[config.mk]
export PLATFORM = sky130hd
export DESIGN_NAME = button_click_hold_qualifier_flat
export DESIGN_NICKNAME = d
export VERILOG_FILES = /design/src/hw/rtl/bchq_pkg.sv /design/src/hw/rtl/bchq_if.sv /design/src/hw/rtl/bchq_lane.sv /design/src/hw/rtl/bchq_merge.sv /design/src/hw/rtl/button_click_hold_qualifier.sv /design/src/flat_wrapper.sv
export SDC_FILE = /design/constraint.sdc
export NUM_CORES = 1
export LEC_CHECK = 0
export BUFFER_PORTS_ARGS = -buffer_cell sky130_fd_sc_hd__buf_2
export CORE_MARGIN = 1.5
export CORE_UTILIZATION = 45
export DETAILED_ROUTE_END_ITERATION = 10
export SLEW_MARGIN = 40
export SYNTH_ARGS = -nofsm -noshare
export SYNTH_HDL_FRONTEND = slang
export SYNTH_SLANG_ARGS = --single-unit
[constraint.sdc]
create_clock -name clock -period 5 [get_ports clock]
set_input_delay 0.25 -clock clock [delete_from_list [all_inputs] [get_ports clock]]
set_output_delay 0.25 -clock clock [all_outputs]
set_load 0.05 [all_outputs]
[src/hw/rtl/bchq_pkg.sv]
// Package for the button click and hold qualifier.
// Holds field widths, command and flag codes, history patterns and shared types.
// No dependencies.
package bchq_pkg;

   localparam int CMD_W     = 3;
   localparam int LEVEL_W   = 8;
   localparam int BUTTON_W  = 3;
   localparam int FLAG_W    = 5;
   localparam int HIST_W    = 8;
   localparam int TIMER_W   = 14;
   localparam int STEP_W    = 8;
   localparam int CSR_IDX_W = 2;
   localparam int CSR_W     = 14;
   localparam int MASK_W    = 8;

   localparam int NUM_BUTTONS_DEF = 8;

   localparam logic [CMD_W-1:0] CMD_SAMPLE      = 3'd0;
   localparam logic [CMD_W-1:0] CMD_TEST_HELD   = 3'd1;
   localparam logic [CMD_W-1:0] CMD_TEST_CLICK  = 3'd2;
   localparam logic [CMD_W-1:0] CMD_TEST_ACTIVE = 3'd3;
   localparam logic [CMD_W-1:0] CMD_CLEAR       = 3'd4;

   localparam int F_PRESSED  = 0;
   localparam int F_RELEASED = 1;
   localparam int F_ACTIVE   = 2;
   localparam int F_INACTIVE = 3;
   localparam int F_HELD     = 4;

   localparam logic [HIST_W-1:0] PAT_RISE = 8'b0111_1111;
   localparam logic [HIST_W-1:0] PAT_FALL = 8'b1111_1110;
   localparam logic [HIST_W-1:0] PAT_HIGH = 8'b1111_1111;
   localparam logic [HIST_W-1:0] PAT_LOW  = 8'b0000_0000;

   localparam logic [CSR_IDX_W-1:0] CSR_HOLD_THRESHOLD = 2'd0;
   localparam logic [CSR_IDX_W-1:0] CSR_PRESS_PRESET   = 2'd1;
   localparam logic [CSR_IDX_W-1:0] CSR_TIMER_STEP     = 2'd2;
   localparam logic [CSR_IDX_W-1:0] CSR_TIMER_CAP      = 2'd3;

   localparam logic [TIMER_W-1:0] RST_HOLD_THRESHOLD = 14'd2000;
   localparam logic [TIMER_W-1:0] RST_PRESS_PRESET   = 14'd35;
   localparam logic [STEP_W-1:0]  RST_TIMER_STEP     = 8'd5;
   localparam logic [TIMER_W-1:0] RST_TIMER_CAP      = 14'd10000;

   typedef struct packed {
      logic [TIMER_W-1:0] hold_threshold;
      logic [TIMER_W-1:0] press_preset;
      logic [STEP_W-1:0]  timer_step;
      logic [TIMER_W-1:0] timer_cap;
   } cfg_type;

   typedef struct packed {
      logic              accept;
      logic [CMD_W-1:0]  cmd;
      logic              sel;
      logic              level;
      logic [FLAG_W-1:0] clear_mask;
   } lane_ctl_type;

   typedef struct packed {
      logic hit;
      logic active;
   } lane_res_type;

endpackage

[src/hw/rtl/bchq_if.sv]
// Handshake channel interfaces for the button click and hold qualifier.
// Depends on bchq_pkg for field widths.
interface bchq_req_if;
   logic                            valid;
   logic                            ready;
   logic [bchq_pkg::CMD_W-1:0]      cmd;
   logic [bchq_pkg::LEVEL_W-1:0]    levels;
   logic [bchq_pkg::BUTTON_W-1:0]   button;
   logic [bchq_pkg::FLAG_W-1:0]     clear_mask;

   modport source (output valid, cmd, levels, button, clear_mask, input ready);
   modport sink   (input valid, cmd, levels, button, clear_mask, output ready);
endinterface

interface bchq_rsp_if;
   logic                          valid;
   logic                          ready;
   logic                          hit;
   logic [bchq_pkg::MASK_W-1:0]   active_mask;

   modport source (output valid, hit, active_mask, input ready);
   modport sink   (input valid, hit, active_mask, output ready);
endinterface

[src/hw/rtl/bchq_lane.sv]
// One button lane: level history, status flags and press timer with their update.
// Depends on bchq_pkg.
module bchq_lane (
   input  logic                   clock,
   input  logic                   reset,
   input  bchq_pkg::cfg_type      cfg,
   input  bchq_pkg::lane_ctl_type ctl,
   output bchq_pkg::lane_res_type res
);

   logic [bchq_pkg::HIST_W-1:0]  hist_ff,  hist_in;
   logic [bchq_pkg::FLAG_W-1:0]  flags_ff, flags_in;
   logic [bchq_pkg::TIMER_W-1:0] timer_ff, timer_in;
   logic [bchq_pkg::HIST_W-1:0]  hist_shift;
   logic [bchq_pkg::TIMER_W:0]   sum;
   logic                         hit;

   assign hist_shift = {hist_ff[bchq_pkg::HIST_W-2:0], ctl.level};
   assign sum = {1'b0, timer_ff} + {{(bchq_pkg::TIMER_W + 1 - bchq_pkg::STEP_W){1'b0}},
                                    cfg.timer_step};

   always_comb begin
      hist_in  = hist_ff;
      flags_in = flags_ff;
      timer_in = timer_ff;
      hit      = 1'b0;
      case (ctl.cmd)
         bchq_pkg::CMD_SAMPLE: begin
            hist_in = hist_shift;
            if (hist_shift == bchq_pkg::PAT_RISE) begin
               flags_in[bchq_pkg::F_PRESSED]  = 1'b1;
               flags_in[bchq_pkg::F_RELEASED] = 1'b0;
               flags_in[bchq_pkg::F_HELD]     = 1'b0;
               timer_in = cfg.press_preset;
            end else if (hist_shift == bchq_pkg::PAT_FALL) begin
               flags_in[bchq_pkg::F_RELEASED] = 1'b1;
               timer_in = '0;
            end else if (hist_shift == bchq_pkg::PAT_HIGH) begin
               if (flags_ff[bchq_pkg::F_PRESSED]) begin
                  flags_in[bchq_pkg::F_ACTIVE]   = 1'b1;
                  flags_in[bchq_pkg::F_INACTIVE] = 1'b0;
                  if (sum > {1'b0, cfg.hold_threshold}) begin
                     flags_in[bchq_pkg::F_HELD] = 1'b1;
                  end
                  if (sum > {1'b0, cfg.timer_cap}) begin
                     timer_in = cfg.timer_cap;
                  end else begin
                     timer_in = sum[bchq_pkg::TIMER_W-1:0];
                  end
               end
            end else if (hist_shift == bchq_pkg::PAT_LOW) begin
               flags_in[bchq_pkg::F_INACTIVE] = 1'b1;
               flags_in[bchq_pkg::F_ACTIVE]   = 1'b0;
               timer_in = '0;
            end
         end
         bchq_pkg::CMD_TEST_HELD: begin
            if (ctl.sel && flags_ff[bchq_pkg::F_HELD]) begin
               flags_in[bchq_pkg::F_HELD]    = 1'b0;
               flags_in[bchq_pkg::F_PRESSED] = 1'b0;
               hit = 1'b1;
            end
         end
         bchq_pkg::CMD_TEST_CLICK: begin
            if (ctl.sel && flags_ff[bchq_pkg::F_PRESSED] && flags_ff[bchq_pkg::F_RELEASED]) begin
               flags_in[bchq_pkg::F_PRESSED]  = 1'b0;
               flags_in[bchq_pkg::F_RELEASED] = 1'b0;
               flags_in[bchq_pkg::F_HELD]     = 1'b0;
               hit = 1'b1;
            end
         end
         bchq_pkg::CMD_TEST_ACTIVE: begin
            hit = ctl.sel & flags_ff[bchq_pkg::F_ACTIVE];
         end
         bchq_pkg::CMD_CLEAR: begin
            flags_in = flags_ff & ~ctl.clear_mask;
         end
         default: begin
         end
      endcase
   end

   assign res.hit    = hit;
   assign res.active = flags_in[bchq_pkg::F_ACTIVE];

   always_ff @(posedge clock) begin
      if (reset) begin
         hist_ff  <= '0;
         flags_ff <= '0;
         timer_ff <= '0;
      end else if (ctl.accept) begin
         hist_ff  <= hist_in;
         flags_ff <= flags_in;
         timer_ff <= timer_in;
      end
   end

endmodule

[src/hw/rtl/bchq_merge.sv]
// Merge stage: combines lane results into one result and holds it in an
// output register with a skid entry. Depends on bchq_pkg.
module bchq_merge #(
   parameter int NUM_BUTTONS = bchq_pkg::NUM_BUTTONS_DEF
) (
   input  logic                      clock,
   input  logic                      reset,
   input  logic                      accept,
   input  bchq_pkg::lane_res_type    res [NUM_BUTTONS],
   output logic                      in_ready,
   output logic                      out_valid,
   input  logic                      out_ready,
   output logic                      out_hit,
   output logic [bchq_pkg::MASK_W-1:0] out_mask
);

   logic [NUM_BUTTONS-1:0]          hits;
   logic                            hit_new;
   logic [bchq_pkg::MASK_W-1:0]     mask_new;
   logic                            main_valid_ff, main_valid_in;
   logic                            skid_valid_ff, skid_valid_in;
   logic                            main_hit_ff, main_hit_in;
   logic                            skid_hit_ff, skid_hit_in;
   logic [bchq_pkg::MASK_W-1:0]     main_mask_ff, main_mask_in;
   logic [bchq_pkg::MASK_W-1:0]     skid_mask_ff, skid_mask_in;
   logic                            take;

   for (genvar b = 0; b < NUM_BUTTONS; b++) begin : g_hits
      assign hits[b] = res[b].hit;
   end

   for (genvar m = 0; m < bchq_pkg::MASK_W; m++) begin : g_mask
      if (m < NUM_BUTTONS) begin : g_on
         assign mask_new[m] = res[m].active;
      end else begin : g_off
         assign mask_new[m] = 1'b0;
      end
   end

   assign hit_new = |hits;
   assign take    = main_valid_ff & out_ready;

   always_comb begin
      main_valid_in = main_valid_ff;
      main_hit_in   = main_hit_ff;
      main_mask_in  = main_mask_ff;
      skid_valid_in = skid_valid_ff;
      skid_hit_in   = skid_hit_ff;
      skid_mask_in  = skid_mask_ff;
      if (take) begin
         main_valid_in = skid_valid_ff;
         main_hit_in   = skid_hit_ff;
         main_mask_in  = skid_mask_ff;
         skid_valid_in = 1'b0;
      end
      if (accept) begin
         if (!main_valid_ff || take) begin
            main_valid_in = 1'b1;
            main_hit_in   = hit_new;
            main_mask_in  = mask_new;
         end else begin
            skid_valid_in = 1'b1;
            skid_hit_in   = hit_new;
            skid_mask_in  = mask_new;
         end
      end
   end

   always_ff @(posedge clock) begin
      if (reset) begin
         main_valid_ff <= 1'b0;
         skid_valid_ff <= 1'b0;
      end else begin
         main_valid_ff <= main_valid_in;
         skid_valid_ff <= skid_valid_in;
      end
      main_hit_ff  <= main_hit_in;
      main_mask_ff <= main_mask_in;
      skid_hit_ff  <= skid_hit_in;
      skid_mask_ff <= skid_mask_in;
   end

   assign in_ready  = ~skid_valid_ff;
   assign out_valid = main_valid_ff;
   assign out_hit   = main_hit_ff;
   assign out_mask  = main_mask_ff;

endmodule

[src/hw/rtl/button_click_hold_qualifier.sv]
// Button click and hold qualifier top level.
// Depends on bchq_pkg, bchq_if, bchq_lane and bchq_merge.
//
// Usage: each transfer on the req channel is one command. A sample command
// shifts the levels field into every button's history; the test commands
// check and consume the held or click flags of one button or read its active
// flag; the clear command clears the chosen flags on all buttons. Every
// command produces exactly one transfer on the rsp channel carrying the hit
// bit and the active flags of buttons 0 to 7 after the command.
// One command is taken every cycle while req.ready is high; all button lanes
// update in parallel in the accepting cycle. When the receiver stalls, one
// more result is held in a skid entry and req.ready then drops until the rsp
// side drains it. Registers are written through the csr port while the block
// is idle; the user must keep to this, as the block does not enforce it.
// Synchronous reset clears all histories, flags and timers, empties the
// output stage and loads the register defaults.
module button_click_hold_qualifier #(
   parameter int NUM_BUTTONS = bchq_pkg::NUM_BUTTONS_DEF
) (
   input  logic                            clock,
   input  logic                            reset,
   bchq_req_if.sink                        req,
   bchq_rsp_if.source                      rsp,
   input  logic                            csr_wr_en,
   input  logic [bchq_pkg::CSR_IDX_W-1:0]  csr_index,
   input  logic [bchq_pkg::CSR_W-1:0]      csr_wdata
);

   bchq_pkg::cfg_type      cfg_ff;
   bchq_pkg::lane_res_type lane_res [NUM_BUTTONS];
   logic                   accept;
   logic                   in_ready;

   always_ff @(posedge clock) begin
      if (reset) begin
         cfg_ff.hold_threshold <= bchq_pkg::RST_HOLD_THRESHOLD;
         cfg_ff.press_preset   <= bchq_pkg::RST_PRESS_PRESET;
         cfg_ff.timer_step     <= bchq_pkg::RST_TIMER_STEP;
         cfg_ff.timer_cap      <= bchq_pkg::RST_TIMER_CAP;
      end else if (csr_wr_en) begin
         case (csr_index)
            bchq_pkg::CSR_HOLD_THRESHOLD: cfg_ff.hold_threshold <= csr_wdata;
            bchq_pkg::CSR_PRESS_PRESET:   cfg_ff.press_preset   <= csr_wdata;
            bchq_pkg::CSR_TIMER_STEP:
               cfg_ff.timer_step <= csr_wdata[bchq_pkg::STEP_W-1:0];
            bchq_pkg::CSR_TIMER_CAP:      cfg_ff.timer_cap      <= csr_wdata;
            default: begin
            end
         endcase
      end
   end

   assign req.ready = in_ready;
   assign accept    = req.valid & in_ready;

   for (genvar b = 0; b < NUM_BUTTONS; b++) begin : g_lane
      bchq_pkg::lane_ctl_type ctl;

      assign ctl.accept     = accept;
      assign ctl.cmd        = req.cmd;
      assign ctl.clear_mask = req.clear_mask;
      if (b < bchq_pkg::LEVEL_W) begin : g_in
         assign ctl.level = req.levels[b];
         assign ctl.sel   = (req.button == bchq_pkg::BUTTON_W'(b));
      end else begin : g_out
         assign ctl.level = 1'b0;
         assign ctl.sel   = 1'b0;
      end

      bchq_lane u_lane (
         .clock (clock),
         .reset (reset),
         .cfg   (cfg_ff),
         .ctl   (ctl),
         .res   (lane_res[b])
      );
   end

   bchq_merge #(
      .NUM_BUTTONS (NUM_BUTTONS)
   ) u_merge (
      .clock     (clock),
      .reset     (reset),
      .accept    (accept),
      .res       (lane_res),
      .in_ready  (in_ready),
      .out_valid (rsp.valid),
      .out_ready (rsp.ready),
      .out_hit   (rsp.hit),
      .out_mask  (rsp.active_mask)
   );

endmodule
[src/flat_wrapper.sv]
// flat-port wrapper written by rule: the top's interface ports become plain ports
module button_click_hold_qualifier_flat 
#(
   parameter int NUM_BUTTONS = bchq_pkg::NUM_BUTTONS_DEF
)
  (clock, reset, csr_wr_en, csr_index, csr_wdata, req_valid, req_cmd, req_levels, req_button, req_clear_mask, req_ready, rsp_valid, rsp_hit, rsp_active_mask, rsp_ready);
  bchq_req_if req_i ();
  bchq_rsp_if rsp_i ();
  input  logic clock;
  input  logic reset;
  input  logic csr_wr_en;
  input  logic [bchq_pkg::CSR_IDX_W-1:0] csr_index;
  input  logic [bchq_pkg::CSR_W-1:0] csr_wdata;
  input wire logic [$bits(req_i.valid)-1:0] req_valid;
  input wire logic [$bits(req_i.cmd)-1:0] req_cmd;
  input wire logic [$bits(req_i.levels)-1:0] req_levels;
  input wire logic [$bits(req_i.button)-1:0] req_button;
  input wire logic [$bits(req_i.clear_mask)-1:0] req_clear_mask;
  output wire logic [$bits(req_i.ready)-1:0] req_ready;
  output wire logic [$bits(rsp_i.valid)-1:0] rsp_valid;
  output wire logic [$bits(rsp_i.hit)-1:0] rsp_hit;
  output wire logic [$bits(rsp_i.active_mask)-1:0] rsp_active_mask;
  input wire logic [$bits(rsp_i.ready)-1:0] rsp_ready;
  assign req_i.valid = req_valid;
  assign req_i.cmd = req_cmd;
  assign req_i.levels = req_levels;
  assign req_i.button = req_button;
  assign req_i.clear_mask = req_clear_mask;
  assign req_ready = req_i.ready;
  assign rsp_valid = rsp_i.valid;
  assign rsp_hit = rsp_i.hit;
  assign rsp_active_mask = rsp_i.active_mask;
  assign rsp_i.ready = rsp_ready;
  button_click_hold_qualifier #(.NUM_BUTTONS(NUM_BUTTONS)) u_core (.clock(clock), .reset(reset), .req(req_i), .rsp(rsp_i), .csr_wr_en(csr_wr_en), .csr_index(csr_index), .csr_wdata(csr_wdata));
endmodule
==> run metrics, run 1 <==
outcome=completed; CP bufs+invs=4; number of max-cap violations=0; switching share of power=29.2%; crit share post-route=94.3%; Fin Setup TNS=0 ns; hold_ws=0.0121 ns; Layout Nets=3232; CP startpoint=u_core.cfg_ff[14]$_SDFFE_PP1P_; CTS H-Tree Depth=2; critical path data arrival time=5.15 ns; Mapped Cells=2859; Slowest cell on crit path=fa_1; P_sw=1.68 mW; CP delay by family, top=compound AO/OA/AOI/OAI gates; worst-skew pair later-pin latency=0.56 ns; min cycle time layout=4.71 ns; WL per Instance=24.8 um; # IOs=51; ys flop type=dfxtp_1; largest net degree at the start of global routing=87; die width=226 um; Clock Pin Slew Worst Setup and Hold Paths=0.06 ns; starting density of the core=45.6%; Ys Warns=0; RR Endpoint=u_core.g_lane[3].u_lane.timer_ff[3]$_SDFFE_PP0P_; fin worst setup slack=0.287 ns; router iterations before antenna repair=5; Avg Cell Area, Syn=7.81 um2; Comb pwr share=13.8%; peak supply drop=0.198 mV; maximum clock insertion buffer count=3; Root Driver=clkbuf_16; Max Clock Freq=212 MHz; number of global-route vias before repair=21.1k; Critical Path Source Type=flip-flop; 1st-iter DRT viols=2248; initial antenna violation count=5; share of the core filled with cells=50.8%; worst slack at placement=0.398 ns; share of cells above drive strength 1=9.86%; R2R depth=20; DRC=0; Fillers=4713; Post-Route WL=89000 um; core area=49000 um2; # clock sinks=270; PortBufs=49; Worst setup endpoint=u_core.g_lane[3].u_lane.timer_ff[3]$_SDFFE_PP0P_; CTS tree=built; Max Slew Vio Count=0; register area share after synthesis=24.6%; Worst path depth=20; Worst Path Required=5.44 ns; Detailed Place HPWL=62400 um; crit end category=flip-flop; sequential share of power=39.7%; number of setup buffers added after CTS=0; Slew headroom=40.3%; Cell variety after synth=94; CP peak stage delay=0.45 ns; Leak Pwr=10.5 nW; R2R Setup Slk=0.29 ns; flops & latches, synth=270; TritonCTS Buffers=35; Least-Margin Pin Slew=0.894 ns; Setup CP Type=reg -> reg; flip-flop and latch area=5510 um2; via count of the routed design=22.8k; first-pass GRT wire length=130000 um; Overflow after GRT=0; crit-path cells=buf_4, ha_1, inv_1, fa_1, inv_1, a21o_1, a41o_1, o22ai_2, nor2_1, xor2_1, ha_1, nand3_1, or3_1, a21oi_1, nor3_1, o32ai_2, buf_4, mux2_2, a221oi_1, nor2_1; gpl congestion=1.01; Via density=6.36; row count=81; Synthesized Nets=3195; number of synthesized flops with an enable pin=9; RR Startpoint=u_core.cfg_ff[14]$_SDFFE_PP1P_; area grow syn2layout=11.5%; Async S/R FF share, synth=0%; die area=50900 um2; final hold vios=0; Multi-input gate area=15900 um2; endpoints failing setup=0; Synth Cell Area=22300 um2; P per Cell Area=231 nW/um2; internal power=4.08 mW; Crit Path Max Fanout=9; Worst Hold Class=in -> reg; Final ANT Viol Nets=0; Setup Skew=0.0279 ns; Tot GR Track Use=34.3%; RSZ-0062 raised after global routing=false; Clock power frac=46.4%; die height=226 um
## cell usage in the layout, fill, tap and decap left out, types with 30 or more instances in the layout
master / instances
nand4_1: 47
nand2_1: 374
o211ai_1: 41
clkbuf_16: 36
a21oi_1: 320
ha_1: 288
a21o_1: 56
o22ai_1: 51
inv_1: 104
nor2_1: 166
o21ai_0: 166
xnor2_1: 71
nand2b_1: 30
dfxtp_1: 252
buf_2: 48
nor3_1: 37
buf_4: 75
nand3_1: 86
and3_1: 66
o21a_1: 45
mux2i_1: 64
nor2b_1: 59
## how the worst min path moves through the flow
| stage | start | depth (start not counted) | endpoint | slack [ns] |
|---|---|---|---|---|
| floorplan | rsp_ready | 1 | u_core.u_merge.skid_valid_ff$_SDFF_PP0_ | 0.35 |
| global placement | u_core.cfg_ff[49]$_SDFFE_PP0P_ | 2 | u_core.cfg_ff[49]$_SDFFE_PP0P_ | 0.44 |
| detailed placement | u_core.cfg_ff[48]$_SDFFE_PP0P_ | 2 | u_core.cfg_ff[48]$_SDFFE_PP0P_ | 0.45 |
| CTS | csr_wdata[3] | 3 | u_core.cfg_ff[17]$_SDFFE_PP0P_ | 0.001 |
| global route | csr_wdata[1] | 3 | u_core.cfg_ff[1]$_SDFFE_PP0P_ | 0.02 |
| finish | csr_wdata[3] | 3 | u_core.cfg_ff[17]$_SDFFE_PP0P_ | 0.01 |
## layout make-up
type | instances | area share (%)
Clock inverter | 13 | 0.744
Tap cell | 664 | 3.34
Sequential cell | 270 | 22.1
Timing Repair Buffer | 146 | 4.19
Clock buffer | 49 | 4.02
Antenna cell | 5 | 0.0503
Inverter | 105 | 1.58
Multi-Input combinational cell | 2338 | 63.9
## cells in the mapped netlist (all sizes together) (33+ instances only)
library cell	number	share of area (%)
dfxtp	261	23
inv	105	1.8
o21ai	170	3.8
a21oi	321	7.2
nor3	41	0.99
buf	39	1.0
o211ai	41	1.4
nand3	87	2.0
clkbuf	107	1.8
nor2	175	3.0
and3	67	1.9
o21a	46	1.6
o22ai	53	1.5
ha	288	16
nand2	375	6.3
mux2i	64	2.9
xnor2	71	2.8
nand4	47	1.3
a21o	57	1.9
mux2	34	1.8
nor2b	60	1.7
a221oi	33	1.4
## cell families (layout without fill, tap and decap cells)
| family | after synthesis | count (layout) | share of synthesized area [%] |
|---|---|---|---|
| adder cells (fa/ha/maj) | 296 | 296 | 16.9 |
| AND/OR/NAND/NOR | 962 | 962 | 20.5 |
| other | 0 | 5 | 0 |
| flip-flops | 270 | 270 | 24.6 |
| XOR/XNOR | 99 | 99 | 3.88 |
| AO/OA/AOI/OAI | 883 | 883 | 24.9 |
| buffers and inverters | 251 | 313 | 4.58 |
| multiplexers | 98 | 98 | 4.67 |
## registers in the layout, indices dropped and copies added (netlist names)
name and count:
u_core.u_merge.skid_hit_ff 1, u_core.u_merge.skid_valid_ff 1, u_core.u_merge.out_hit 1, u_core.u_merge.skid_mask_ff 8
u_core.u_merge.out_mask 8, u_core.g_lane.u_lane.flags_ff 32, u_core.g_lane.u_lane.hist_ff 56, u_core.cfg_ff 50
u_core.g_lane.u_lane.timer_ff 112, u_core.u_merge.out_valid 1
## power groups by stage
stage / registers, mW / logic (mW) / clock network (mW)
6_report: 2.29 / 0.796 / 2.67
2_1_floorplan: 2.32 / 0.455 / 0
5_1_grt: 2.29 / 0.855 / 2.79
3_3_place_gp: 2.33 / 0.735 / 0
4_1_cts: 2.28 / 0.771 / 2.71
3_5_place_dp: 2.33 / 0.755 / 0
## worst min-delay path, stage by stage
cell,delay [ns]
buf_2,0.15
nand2_1,0.07
a21oi_1,0.05
## repair_timing
action,in CTS,in global routing
gates resized for setup,0,1
endpoints found under the setup margin,0,11
endpoints found under the hold margin,41,0
hold buffers,18,0
## per-layer routing
layer  global-route usage (%)  vias up  wire length [um]
met5                        0        -                 0
met4                     20.0        0              5440
met3                     5.78      264              8130
met2                     50.9     1070             37300
met1                     46.5    10937             38100
li1                         -    10576                 -
## through the flow
stage | total power, mW | cells | instance area (um2)
5_1_grt | 5.93 | 3585 | 24900
3_3_place_gp | 3.06 | 3502 | 23400
4_1_cts | 5.76 | 3584 | 24800
3_5_place_dp | 3.08 | 3504 | 23500
2_1_floorplan | 2.77 | 2859 | 22300
6_report | 5.76 | 3590 | 24900
No activity file was read; power rests on OpenSTA's default activity.
==> run 2, diff against run 1 <==
--- a/config.mk
+++ b/config.mk
@@ -6,9 +6,13 @@
 export NUM_CORES = 1
 export LEC_CHECK = 0
 export BUFFER_PORTS_ARGS = -buffer_cell sky130_fd_sc_hd__buf_2
+export CELL_PAD_IN_SITES_DETAIL_PLACEMENT = 0
+export CELL_PAD_IN_SITES_GLOBAL_PLACEMENT = 1
 export CORE_MARGIN = 1.5
 export CORE_UTILIZATION = 45
 export DETAILED_ROUTE_END_ITERATION = 10
+export MAX_ROUTING_LAYER = met4
+export PLACE_DENSITY_LB_ADDON = 0.1
 export SLEW_MARGIN = 40
 export SYNTH_ARGS = -nofsm -noshare
 export SYNTH_HDL_FRONTEND = slang
==> run metrics, run 2 (same netlist as run 1, synthesis figures left out) <==
die height=226 um (unchanged); Overflow after GRT=0 (unchanged); Layout Nets=3249 (+0.53%); first-pass GRT wire length=136000 um (+4.2%); RSZ-0062 raised after global routing=false; Worst Hold Class=in -> reg; most frequent cells in the layout=374 x nand2_1, 319 x a21oi_1, 288 x ha_1, 253 x dfxtp_1, 168 x nor2_1; sequential share of power=39.6% (about the same); TritonCTS Buffers=36 (+2.9%); die width=226 um (unchanged); min cycle time layout=4.65 ns (-0.0648 ns); WL per Instance=25.6 um (+3.2%); peak supply drop=0.259 mV (+31%); Detailed Place HPWL=65300 um (+4.6%); outcome=completed; Top reg by flops=u_core.g_lane.u_lane.timer_ff; Slowest cell on crit path=dfxtp_1; final hold vios=0 (unchanged); largest net degree at the start of global routing=105 (+21%); Slew headroom=38.1% (-2.3 points); switching share of power=29.4% (+0.19 points); area grow syn2layout=12.0%; Fillers=4783 (+1.5%); RR Startpoint=u_core.cfg_ff[15]$_SDFFE_PP0P_; Worst Path Required=5.44 ns (about the same); internal power=4.08 mW (about the same); Post-Route WL=92300 um (+3.8%); initial antenna violation count=9 (+4); PortBufs=49 (unchanged); Multi-input gate area=15900 um2 (about the same); Setup Skew=0.0216 ns (-0.00627 ns); crit end category=flip-flop; die area=50900 um2 (unchanged); Least-Margin Pin Slew=0.928 ns (+0.0340 ns); Clock power frac=46.5% (about the same); Root Driver=clkbuf_16; maximum clock insertion buffer count=3 (unchanged); Crit Path Max Fanout=15 (+6); DRC=0 (unchanged); number of setup buffers added after CTS=0 (unchanged); Leak Pwr=10.6 nW (+0.72%); Fin Setup TNS=0 ns (unchanged); P per Cell Area=231 nW/um2 (-0.19%); CTS tree=built; RR Endpoint=u_core.g_lane[3].u_lane.timer_ff[8]$_SDFFE_PP0P_; flip-flop and latch area=5510 um2 (about the same); crit-path cells=inv_1, buf_4, fa_1, inv_1, a21o_1, a41o_1, o22ai_2, nor2_1, xor2_1, ha_1, nand3_1, or3_1, a21oi_1, nor3_1, o32ai_2, buf_4, mux2_2, a221oi_1, nor2_1; 1st-iter DRT viols=1921 (-15%); crit share post-route=93.0% (-1.3 points); worst-skew pair later-pin latency=0.56 ns (about the same); Comb pwr share=13.9% (about the same); Max Slew Vio Count=0 (unchanged); starting density of the core=45.6% (unchanged); CP peak stage delay=0.54 ns (+0.09 ns); most common cell after layout, fill and taps aside=nand2_1; Hold Startpoint=req_levels[4]; Min-Delay Endpoint=u_core.g_lane[4].u_lane.hist_ff[0]$_SDFFE_PP0P_; P_sw=1.70 mW (+0.93%); R2R depth=19 (-5.0%); share of cells above drive strength 1=10.1% (+0.28 points); Clock Pin Slew Worst Setup and Hold Paths=0.06 ns (about the same); via count of the routed design=22.6k (-0.95%); critical path data arrival time=5.09 ns (-0.06 ns); number of max-cap violations=0 (unchanged); gpl congestion=0.983 (-2.3%); R2R Setup Slk=0.35 ns (+0.06 ns); hold path depth=3 (unchanged); Critical Path Source Type=flip-flop; endpoints failing setup=0 (unchanged); Max Clock Freq=215 MHz (+1.4%); router iterations before antenna repair=8 (+3); core area=49000 um2 (unchanged); Tot GR Track Use=37.0% (+2.7 points); hold_ws=0.0160 ns (+0.00385 ns); biggest regs=u_core.g_lane.u_lane.timer_ff (112), u_core.g_lane.u_lane.hist_ff (56), u_core.cfg_ff (50); Setup CP Type=reg -> reg; Final ANT Viol Nets=0 (unchanged); CTS H-Tree Depth=2 (unchanged); max reg flops=112 (unchanged); Via density=6.27 (-1.5%); number of global-route vias before repair=21.2k (+0.55%); # IOs=51 (unchanged); # clock sinks=270 (unchanged); row count=81 (unchanged)
run 2: cell types whose count changed in the layout (fill, tap and decap cells not counted), moves of 3 or more:
cell,change
diode_2,+3
buf_4,+16
dlygate4sd3_1,+3
buf_6,-3
run 2: cell type report:
cell class              instances  share of cell area (%)
flip-flops and latches        270                    22.0
clock inverters                 9                   0.551
repair buffers                162                    4.66
multi-input cells            2338                    63.6
inverters                     105                    1.58
clock buffers                  54                    4.20
well taps                     664                    3.32
diodes                          8                  0.0801
run 2: worst max path at each step:
stage,from,to,slack [ns],depth (start not counted)
after floorplan,u_core.cfg_ff[14]$_SDFFE_PP1P_,u_core.g_lane[7].u_lane.timer_ff[4]$_SDFFE_PP0P_,0.79,20
after global placement,u_core.cfg_ff[14]$_SDFFE_PP1P_,u_core.g_lane[7].u_lane.timer_ff[11]$_SDFFE_PP0P_,0.31,18
after detailed placement,u_core.cfg_ff[15]$_SDFFE_PP0P_,u_core.g_lane[7].u_lane.timer_ff[11]$_SDFFE_PP0P_,0.30,17
after CTS,u_core.cfg_ff[15]$_SDFFE_PP0P_,u_core.g_lane[7].u_lane.timer_ff[11]$_SDFFE_PP0P_,0.29,17
after global routing,u_core.cfg_ff[14]$_SDFFE_PP1P_,u_core.g_lane[7].u_lane.timer_ff[11]$_SDFFE_PP0P_,0.07,18
final,u_core.cfg_ff[15]$_SDFFE_PP0P_,u_core.g_lane[3].u_lane.timer_ff[8]$_SDFFE_PP0P_,0.35,19
run 2: stage by stage:
| stage | util [%] | std cells | cell area, um2 | setup WS (ns) | power, mW |
|---|---|---|---|---|---|
| after floorplan | - | 2859 | 22300 | 0.792 | 2.77 |
| after global placement | 48.1 | 3517 | 23500 | 0.312 | 3.08 |
| after detailed placement | 48.1 | 3518 | 23600 | 0.302 | 3.09 |
| after CTS | 51.0 | 3602 | 25000 | 0.293 | 5.78 |
| after global routing | 51.0 | 3605 | 25000 | 0.0710 | 5.96 |
| final | 51.1 | 3610 | 25000 | 0.351 | 5.77 |
run 2: what timing repair did:
item,CTS,global route
hold buffers,21,0
resized for setup,0,1
endpoints found under the setup margin,0,3
endpoints found under the hold margin,48,0
run 2: routing by layer:
layer / wire [um] / track usage (%)
met5: 0 / -
met4: 4590 / 17.3
met3: 8030 / 7.29
met2: 39000 / 54.6
met1: 40700 / 48.5
run 2: power groups by stage:
stage               combinational [mW]  clock (mW)  sequential [mW]
finish                           0.805        2.68             2.29
global route                     0.869        2.80             2.29
CTS                              0.784        2.72             2.28
detailed placement               0.767           0             2.33
global placement                 0.752           0             2.33
floorplan                        0.455           0             2.32
run 2: critical path, delay by kind of cell (launching register included):
| kind | cells | cell delay, ns |
|---|---|---|
| compound gates | 6 | 1.16 |
| simple gates | 5 | 0.84 |
| buf+inv | 4 | 0.70 |
| fa+ha+maj | 2 | 0.65 |
| flops | 1 | 0.54 |
| mux | 1 | 0.35 |
| xor+xnor | 1 | 0.30 |
